### src/sfr_pkg.sv
package sfr_pkg;

	localparam int unsigned DATA_LEN = 6;

	// frame positions, counted in bytes taken so far
	localparam logic [3:0] CNT_IDLE   = 4'd0;
	localparam logic [3:0] CNT_TYPE   = 4'd1;
	localparam logic [3:0] CNT_DATA0  = 4'd2;
	localparam logic [3:0] CNT_CRC_LO = 4'd8;
	localparam logic [3:0] CNT_CRC_HI = 4'd9;
	localparam logic [3:0] FRAME_LEN  = 4'd10;

	localparam logic [15:0] CRC_INIT = 16'hFFFF;
	localparam logic [15:0] CRC_POLY = 16'hA001;

	localparam logic [1:0] ST_VALID    = 2'd0;
	localparam logic [1:0] ST_BAD_TYPE = 2'd1;
	localparam logic [1:0] ST_BAD_CRC  = 2'd2;

	localparam logic [7:0] START_RESET = 8'h5B;
	localparam logic [7:0] TYPE_RESET  = 8'h06;

	localparam logic REG_START_BYTE = 1'b0;
	localparam logic REG_EXP_TYPE   = 1'b1;

	typedef struct packed {
		logic [7:0] start_byte;
		logic [7:0] expected_type;
	} cfg_t;

	typedef struct packed {
		logic [1:0]  status;
		logic [7:0]  data_0;
		logic [7:0]  data_1;
		logic [7:0]  data_2;
		logic [7:0]  data_3;
		logic [7:0]  data_4;
		logic [7:0]  data_5;
		logic [15:0] received_crc;
	} result_t;

	// handshake between core and output register
	typedef struct packed {
		logic       push;
		logic [3:0] count;
	} core_stat_t;

	// one byte of CRC-16/Modbus, LSB first
	function automatic logic [15:0] crc_feed(input logic [15:0] crc, input logic [7:0] b);
		logic [15:0] c;
		c = crc ^ {8'h00, b};
		for (int i = 0; i < 8; i++) begin
			if (c[0]) begin
				c = (c >> 1) ^ CRC_POLY;
			end else begin
				c = c >> 1;
			end
		end
		return c;
	endfunction

endpackage

### src/sfr_ifs.sv
interface sfr_byte_if;
	logic       valid;
	logic       ready;
	logic [7:0] rx_byte;

	modport source (output valid, output rx_byte, input ready);
	modport sink (input valid, input rx_byte, output ready);
endinterface

interface sfr_result_if;
	logic        valid;
	logic        ready;
	logic [1:0]  status;
	logic [7:0]  data_0;
	logic [7:0]  data_1;
	logic [7:0]  data_2;
	logic [7:0]  data_3;
	logic [7:0]  data_4;
	logic [7:0]  data_5;
	logic [15:0] received_crc;

	modport source (output valid, output status, output data_0, output data_1,
		output data_2, output data_3, output data_4, output data_5,
		output received_crc, input ready);
	modport sink (input valid, input status, input data_0, input data_1,
		input data_2, input data_3, input data_4, input data_5,
		input received_crc, output ready);
endinterface

### src/sfr_cfg_regs.sv
module sfr_cfg_regs
	import sfr_pkg::*;
(
	input  logic        clk,
	input  logic        arst_n,
	input  logic        psel,
	input  logic        penable,
	input  logic        pwrite,
	input  logic [2:0]  paddr,
	input  logic [31:0] pwdata,
	output logic [31:0] prdata,
	output logic        pready,
	output cfg_t        cfg
);

	cfg_t cfg_q;
	logic wr_en;

	assign pready = 1'b1;
	assign wr_en  = psel && penable && pwrite && pready;

	always_ff @(posedge clk or negedge arst_n) begin
		if (!arst_n) begin
			cfg_q.start_byte    <= START_RESET;
			cfg_q.expected_type <= TYPE_RESET;
		end else if (wr_en) begin
			unique case (paddr[2])
				REG_START_BYTE: cfg_q.start_byte    <= pwdata[7:0];
				REG_EXP_TYPE:   cfg_q.expected_type <= pwdata[7:0];
				default: ;
			endcase
		end
	end

	always_comb begin
		unique case (paddr[2])
			REG_START_BYTE: prdata = {24'h000000, cfg_q.start_byte};
			REG_EXP_TYPE:   prdata = {24'h000000, cfg_q.expected_type};
			default:        prdata = 32'h0;
		endcase
	end

	assign cfg = cfg_q;

endmodule

### src/sfr_frame_core.sv
module sfr_frame_core
	import sfr_pkg::*;
(
	input  logic       clk,
	input  logic       arst_n,
	input  cfg_t       cfg,
	input  logic       in_valid,
	input  logic [7:0] in_byte,
	output logic       in_ready,
	input  logic       out_room,
	output result_t    result,
	output core_stat_t stat
);

	logic       valid_s1;
	logic [7:0] byte_s1;

	logic [3:0]  count_q;
	logic [15:0] crc_q;
	logic [7:0]  type_q;
	logic [7:0]  data_q [DATA_LEN];
	logic [7:0]  crc_lo_q;

	logic        is_last;
	logic        go;
	logic [2:0]  data_idx;
	logic [15:0] rcv_crc;

	assign is_last  = (count_q == CNT_CRC_HI);
	// a byte that closes a frame waits until the output register has room
	assign go       = valid_s1 && (!is_last || out_room);
	assign in_ready = !valid_s1 || go;
	assign data_idx = 3'(count_q - CNT_DATA0);
	assign rcv_crc  = {byte_s1, crc_lo_q};

	always_ff @(posedge clk or negedge arst_n) begin
		if (!arst_n) begin
			valid_s1 <= 1'b0;
		end else if (in_ready) begin
			valid_s1 <= in_valid;
		end
	end

	always_ff @(posedge clk) begin
		if (in_ready && in_valid) begin
			byte_s1 <= in_byte;
		end
	end

	always_ff @(posedge clk or negedge arst_n) begin
		if (!arst_n) begin
			count_q <= CNT_IDLE;
			crc_q   <= CRC_INIT;
			type_q  <= 8'h00;
		end else if (go) begin
			if (count_q == CNT_IDLE || count_q >= FRAME_LEN) begin
				count_q <= CNT_IDLE;
				if (byte_s1 == cfg.start_byte) begin
					crc_q   <= crc_feed(CRC_INIT, byte_s1);
					count_q <= CNT_TYPE;
				end
			end else if (count_q == CNT_TYPE) begin
				type_q  <= byte_s1;
				crc_q   <= crc_feed(crc_q, byte_s1);
				count_q <= count_q + 4'd1;
			end else if (count_q < CNT_CRC_LO) begin
				crc_q   <= crc_feed(crc_q, byte_s1);
				count_q <= count_q + 4'd1;
			end else if (count_q == CNT_CRC_LO) begin
				count_q <= count_q + 4'd1;
			end else begin
				count_q <= CNT_IDLE;
				crc_q   <= CRC_INIT;
			end
		end
	end

	always_ff @(posedge clk) begin
		if (go && count_q >= CNT_DATA0 && count_q < CNT_CRC_LO) begin
			data_q[data_idx] <= byte_s1;
		end
		if (go && count_q == CNT_CRC_LO) begin
			crc_lo_q <= byte_s1;
		end
	end

	always_comb begin
		if (type_q != cfg.expected_type) begin
			result.status = ST_BAD_TYPE;
		end else if (crc_q != rcv_crc) begin
			result.status = ST_BAD_CRC;
		end else begin
			result.status = ST_VALID;
		end
		result.data_0       = data_q[0];
		result.data_1       = data_q[1];
		result.data_2       = data_q[2];
		result.data_3       = data_q[3];
		result.data_4       = data_q[4];
		result.data_5       = data_q[5];
		result.received_crc = rcv_crc;
	end

	assign stat.push  = go && is_last;
	assign stat.count = count_q;

endmodule

### src/sfr_out_reg.sv
module sfr_out_reg
	import sfr_pkg::*;
(
	input  logic         clk,
	input  logic         arst_n,
	input  logic         push,
	input  result_t      result,
	output logic         room,
	sfr_result_if.source res
);

	logic    valid_q;
	result_t data_q;

	assign room = !valid_q || res.ready;

	always_ff @(posedge clk or negedge arst_n) begin
		if (!arst_n) begin
			valid_q <= 1'b0;
		end else if (room) begin
			valid_q <= push;
		end
	end

	always_ff @(posedge clk) begin
		if (room && push) begin
			data_q <= result;
		end
	end

	assign res.valid        = valid_q;
	assign res.status       = data_q.status;
	assign res.data_0       = data_q.data_0;
	assign res.data_1       = data_q.data_1;
	assign res.data_2       = data_q.data_2;
	assign res.data_3       = data_q.data_3;
	assign res.data_4       = data_q.data_4;
	assign res.data_5       = data_q.data_5;
	assign res.received_crc = data_q.received_crc;

endmodule

### src/sync_frame_receiver_crc16_top.sv
// Fixed-length frame receiver with CRC-16/Modbus check. One received byte is
// taken per cycle while the input does not stall; a byte sits in the input
// register while the frame counter and a bytewise CRC update act on it, and a
// finished frame's result is formed from its last byte in the input register and
// loaded into the output register, from which the sink takes it. While idle,
// bytes are dropped until one equals the start_byte register (0x5B); the 10-byte
// frame is start, type, six data bytes, CRC low, CRC high. Status is 0 for a good
// frame, 1 when the type byte differs from expected_type (0x06), 2 on a CRC
// mismatch. A start byte inside a frame is plain data. Input stalls only while a
// frame's last byte waits while the output register holds an untaken result.
module sync_frame_receiver_crc16_top
	import sfr_pkg::*;
(
	input  logic         clk,
	input  logic         arst_n,
	input  logic         psel,
	input  logic         penable,
	input  logic         pwrite,
	input  logic [2:0]   paddr,
	input  logic [31:0]  pwdata,
	output logic [31:0]  prdata,
	output logic         pready,
	sfr_byte_if.sink     rx,
	sfr_result_if.source res
);

	cfg_t       cfg;
	result_t    result;
	core_stat_t stat;
	logic       room;
	logic       in_ready;

	sfr_cfg_regs u_cfg (
		.clk     (clk),
		.arst_n  (arst_n),
		.psel    (psel),
		.penable (penable),
		.pwrite  (pwrite),
		.paddr   (paddr),
		.pwdata  (pwdata),
		.prdata  (prdata),
		.pready  (pready),
		.cfg     (cfg)
	);

	sfr_frame_core u_core (
		.clk      (clk),
		.arst_n   (arst_n),
		.cfg      (cfg),
		.in_valid (rx.valid),
		.in_byte  (rx.rx_byte),
		.in_ready (in_ready),
		.out_room (room),
		.result   (result),
		.stat     (stat)
	);

	assign rx.ready = in_ready;

	sfr_out_reg u_out (
		.clk    (clk),
		.arst_n (arst_n),
		.push   (stat.push),
		.result (result),
		.room   (room),
		.res    (res)
	);

	a_count_range: assert property (@(posedge clk) disable iff (!arst_n)
		stat.count < FRAME_LEN)
		else $error("frame counter out of range");

	a_push_idle: assert property (@(posedge clk) disable iff (!arst_n)
		stat.push |=> stat.count == CNT_IDLE)
		else $error("counter not idle after frame result");

	a_push_room: assert property (@(posedge clk) disable iff (!arst_n)
		stat.push |=> res.valid)
		else $error("frame result lost");

	a_status_code: assert property (@(posedge clk) disable iff (!arst_n)
		res.valid |-> (res.status == ST_VALID || res.status == ST_BAD_TYPE
			|| res.status == ST_BAD_CRC))
		else $error("bad status code");

endmodule
### src/flat_wrapper.sv
// flat-port wrapper written by rule: the top's interface ports become plain ports
module sync_frame_receiver_crc16_top_flat import sfr_pkg::*;
  (clk, arst_n, psel, penable, pwrite, paddr, pwdata, prdata, pready, rx_valid, rx_rx_byte, rx_ready, res_valid, res_status, res_data_0, res_data_1, res_data_2, res_data_3, res_data_4, res_data_5, res_received_crc, res_ready);
  sfr_byte_if rx_i ();
  sfr_result_if res_i ();
  input  logic clk;
  input  logic arst_n;
  input  logic psel;
  input  logic penable;
  input  logic pwrite;
  input  logic [2:0] paddr;
  input  logic [31:0] pwdata;
  output logic [31:0] prdata;
  output logic pready;
  input wire logic [$bits(rx_i.valid)-1:0] rx_valid;
  input wire logic [$bits(rx_i.rx_byte)-1:0] rx_rx_byte;
  output wire logic [$bits(rx_i.ready)-1:0] rx_ready;
  output wire logic [$bits(res_i.valid)-1:0] res_valid;
  output wire logic [$bits(res_i.status)-1:0] res_status;
  output wire logic [$bits(res_i.data_0)-1:0] res_data_0;
  output wire logic [$bits(res_i.data_1)-1:0] res_data_1;
  output wire logic [$bits(res_i.data_2)-1:0] res_data_2;
  output wire logic [$bits(res_i.data_3)-1:0] res_data_3;
  output wire logic [$bits(res_i.data_4)-1:0] res_data_4;
  output wire logic [$bits(res_i.data_5)-1:0] res_data_5;
  output wire logic [$bits(res_i.received_crc)-1:0] res_received_crc;
  input wire logic [$bits(res_i.ready)-1:0] res_ready;
  assign rx_i.valid = rx_valid;
  assign rx_i.rx_byte = rx_rx_byte;
  assign rx_ready = rx_i.ready;
  assign res_valid = res_i.valid;
  assign res_status = res_i.status;
  assign res_data_0 = res_i.data_0;
  assign res_data_1 = res_i.data_1;
  assign res_data_2 = res_i.data_2;
  assign res_data_3 = res_i.data_3;
  assign res_data_4 = res_i.data_4;
  assign res_data_5 = res_i.data_5;
  assign res_received_crc = res_i.received_crc;
  assign res_i.ready = res_ready;
  sync_frame_receiver_crc16_top u_core (.clk(clk), .arst_n(arst_n), .psel(psel), .penable(penable), .pwrite(pwrite), .paddr(paddr), .pwdata(pwdata), .prdata(prdata), .pready(pready), .rx(rx_i), .res(res_i));
endmodule
### config.mk
export PLATFORM = sky130hd
export DESIGN_NAME = sync_frame_receiver_crc16_top_flat
export DESIGN_NICKNAME = d
export VERILOG_FILES = /design/src/sfr_pkg.sv /design/src/sfr_ifs.sv /design/src/sfr_cfg_regs.sv /design/src/sfr_frame_core.sv /design/src/sfr_out_reg.sv /design/src/sync_frame_receiver_crc16_top.sv /design/src/flat_wrapper.sv
export SDC_FILE = /design/constraint.sdc
export NUM_CORES = 1
export LEC_CHECK = 0
export BUFFER_PORTS_ARGS = -buffer_cell sky130_fd_sc_hd__buf_2
export CELL_PAD_IN_SITES_DETAIL_PLACEMENT = 0
export CELL_PAD_IN_SITES_GLOBAL_PLACEMENT = 1
export CORE_MARGIN = 5
export CORE_UTILIZATION = 48
export DETAILED_ROUTE_END_ITERATION = 8
export GPL_ROUTABILITY_DRIVEN = 0
export PLACE_DENSITY = 0.8
export SETUP_SLACK_MARGIN = 0.05
export SLEW_MARGIN = 20
export SYNTH_ARGS = -nofsm -noshare
export SYNTH_HDL_FRONTEND = slang
export SYNTH_HIERARCHICAL = 1
export SYNTH_SLANG_ARGS = --single-unit
### constraint.sdc
create_clock -name clk -period 6.65 [get_ports clk]
set_clock_uncertainty 0.05 [all_clocks]
set_input_delay 0.9975 -clock clk [delete_from_list [all_inputs] [get_ports clk]]
set_output_delay 0.9975 -clock clk [all_outputs]
set_load 0.1 [all_outputs]
==> metrics.yaml <==
r2r_end: "u_core/u_out/res.data_4[0]"
synth-seq-area-share: 0.719
slew_violations: 0
seqCellArea_mm2: 0.00508
relSlewSlack: 0.346
antenna_found_initial: 0
rsz0062_at_grt: "false"
viasPerCell: 5.09
dp_hpwl_um: 8940
top_layer_used: "met4"
area_growth_pct: 16.5
outcome: "finished, final reports clean"
hp-class: "reg2reg"
antennaDiodeCount: 0
endpoint_kind: "output port"
numCtsBuffers: 17
fin_crit_sh: 0.475
grt_pass1_wl_um: 21300
nNetsFinal: 597
comb_power_share: 0.302
synth_top_area_cell: "edfxtp_1"
initial_core_util: 0.488
grt_usage: 0.158
hold_buffers: 0
synth_top_area_share: 0.552
yosys-top-cells-count: "130 x edfxtp_1, 34 x xnor2_1, 33 x mux2_2"
dr_wl_met2_um: 6300
cp.required_ns: 5.60
reg2reg_depth: 6
syn_area_mm2: 0.00707
dp_cells: 708
clock_path_buffers: 2
antenna_left: 0
drcViolationCount: 0
clk_latency_ns: 0.42
die_x_um: 131
ys_types: 45
cts_num_sinks: 176
core_mm2: 0.0145
fill_cells: 1131
power.share.switching: 0.351
synthArstFlopShare: 0.261
io_buffer_count: 99
path_class: "reg2out"
p_sw_mw: 1.24
vias: 3763
root_buffer: "clkbuf_16"
tightest_slew_ns: 0.972
overflow: 0
r2r-start: "u_core/u_core/count_q[1]"
reg2reg_setup_slack_ns: 3.80
dieArea_mm2: 0.0173
grt_start_max_net_pins: 67
drt_iter0_drc: 315
fmax_mhz: 317
power.internal_mw: 2.29
synth_flop_cell: "edfxtp_1"
grt_pass1_vias: 3872
cap_violations: 0
tns_ns: 0
multi_input_area_mm2: 0.00180
cp.arrival_ns: 2.11
syn_area_per_cell_um2: 16.1
synth-seq-cells: 176
power.share.sequential: 0.438
synth_edf_count: 130
synth.most_common_cell: "edfxtp_1"
post_cts_buffers: 0
final_cells: 740
dpl_cell_area_mm2: 0.00766
cts_resized: 0
power.density_mw_per_mm2: 429
ys_top_cells_by_area: "edfxtp_1 55%, dfstp_2 8.5%, dfrtp_1 8.1%, mux2_2 5.3%, xnor2_1 4.2%"
start_kind: "flop"
htree_levels: 4
fin_area_mm2: 0.00824
wl_um: 13300
dp_slack_ns: 3.50
drt-met1-wl_um: 5840
p_leak_nw: 3.16
worstPathMaxFanout: 8
rows: 44
clock_power_share: 0.260
tritoncts: "yes"
post-route-min-period_ns: 3.16
pin_count: 151
drive_above_1_share: 0.372
setup_viol: 0
synthCells: 439
min_to: "u_core/u_out/res.data_5[7]"
worstHoldStart: "u_core/u_core/data_q[5][7]"
yosysWarnings: 6
setup_slack_ns: 3.49
hold_viol: 0
whs_path_depth: 0
clk_pin_slew_worst_paths_ns: 0.07
dr.pass1.iters: 5
peakVddDrop_mv: 0.232
dr_wl_met3_um: 996
die_h_um: 131
wl_per_cell_um: 18.0
kinds of logic after synthesis:
logic type / after synthesis / share of synthesized area
xor gates and xnor gates: 59 / 0.0819
muxes: 34 / 0.0540
AOI/OAI and AO/OA: 40 / 0.0326
other: 2 / 0.00106
DFF: 176 / 0.719
adders and majority gates: 4 / 0.00708
and+or+nand+nor: 73 / 0.0588
buffers and inverters: 51 / 0.0457
power by group through the flow:
stage / logic [mW] / registers [mW] / clock network (mW)
2_1_floorplan: 0.860 / 1.56 / 0
3_5_place_dp: 1.05 / 1.57 / 0
4_1_cts: 1.06 / 1.55 / 0.940
6_report: 1.07 / 1.55 / 0.920
5_1_grt: 1.15 / 1.57 / 0.993
3_3_place_gp: 1.03 / 1.56 / 0
routing by layer:
| layer | GRT usage | up-vias |
|---|---|---|
| met3 | 0.0535 | 11 |
| met2 | 0.239 | 163 |
| li1 | - | 1746 |
| met4 | 0.0520 | 0 |
| met1 | 0.217 | 1843 |
| met5 | 0 | - |
layout make-up:
class                      instances  share of cell area
timing repair buffer             105              0.0659
clock buffer                      17              0.0516
inverter                           8             0.00365
sequential                       176               0.617
tap                              184              0.0280
clock inverter                    15              0.0155
multi-input combinational        235               0.218
registers in the layout, indices dropped and copies added (netlist names):
| name | flops |
|---|---|
| u_core/u_out/res.data_3 | 8 |
| u_core/u_out/res.data_4 | 8 |
| u_core/u_out/res.data_5 | 8 |
| u_core/u_core/count_q | 4 |
| u_core/u_core/type_q | 8 |
| u_core/u_out/res.received_crc | 16 |
| u_core/u_out/res.valid | 1 |
| u_core/u_out/res.data_2 | 8 |
| u_core/u_core/data_q | 48 |
| u_core/u_out/res.status | 2 |
| u_core/u_core/valid_s1 | 1 |
| u_core/u_core/crc_q | 16 |
| u_core/u_core/byte_s1 | 8 |
| u_core/u_out/res.data_1 | 8 |
| u_core/u_out/res.data_0 | 8 |
| u_core/u_core/crc_lo_q | 8 |
| u_core/u_cfg/cfg | 16 |
critical path: stages (launching register included):
cell and delay [ns]:
dfrtp_1 0.56, inv_1 0.14, ha_1 0.22, and4bb_1 0.22, nand2_1 0.10, buf_2 0.44
placed cells by master, fill, tap and decap left out, types with 5 or more instances in the layout:
cell | synthesis | routed
dfrtp_1 | 23 | 23
nand2b_1 | 6 | 6
o22ai_1 | 6 | 6
o21ai_1 | 7 | 7
inv_1 | 8 | 8
buf_2 | 6 | 98
a21oi_1 | 16 | 15
nor3_1 | 11 | 8
nor2_1 | 9 | 9
mux2_2 | 33 | 33
xor2_1 | 21 | 21
clkbuf_16 | 0 | 17
buf_4 | 29 | 7
nand2_1 | 23 | 23
dfstp_2 | 23 | 23
conb_1 | 2 | 25
nand4_1 | 5 | 5
xnor2_1 | 34 | 34
edfxtp_1 | 130 | 130
worst max path at each step:
| stage | start | endpoint | cells after the start |
|---|---|---|---|
| 2_1_floorplan | res_ready | rx_ready | 3 |
| 3_3_place_gp | res_ready | u_core/u_out/res.received_crc[12] | 6 |
| 3_5_place_dp | res_ready | u_core/u_out/res.data_0[4] | 6 |
| 4_1_cts | u_core/u_core/count_q[1] | rx_ready | 5 |
| 5_1_grt | u_core/u_core/count_q[1] | rx_ready | 5 |
| 6_report | u_core/u_core/count_q[1] | rx_ready | 5 |
stage by stage:
step	utilization	hold slack [ns]	power, mW
floorplan	-	0.350	2.42
global placement	0.529	0.351	2.59
detailed placement	0.529	0.355	2.62
CTS	0.567	0.367	3.55
global route	0.569	0.373	3.71
finish	0.569	0.362	3.53
No activity file was read; power rests on OpenSTA's default activity.
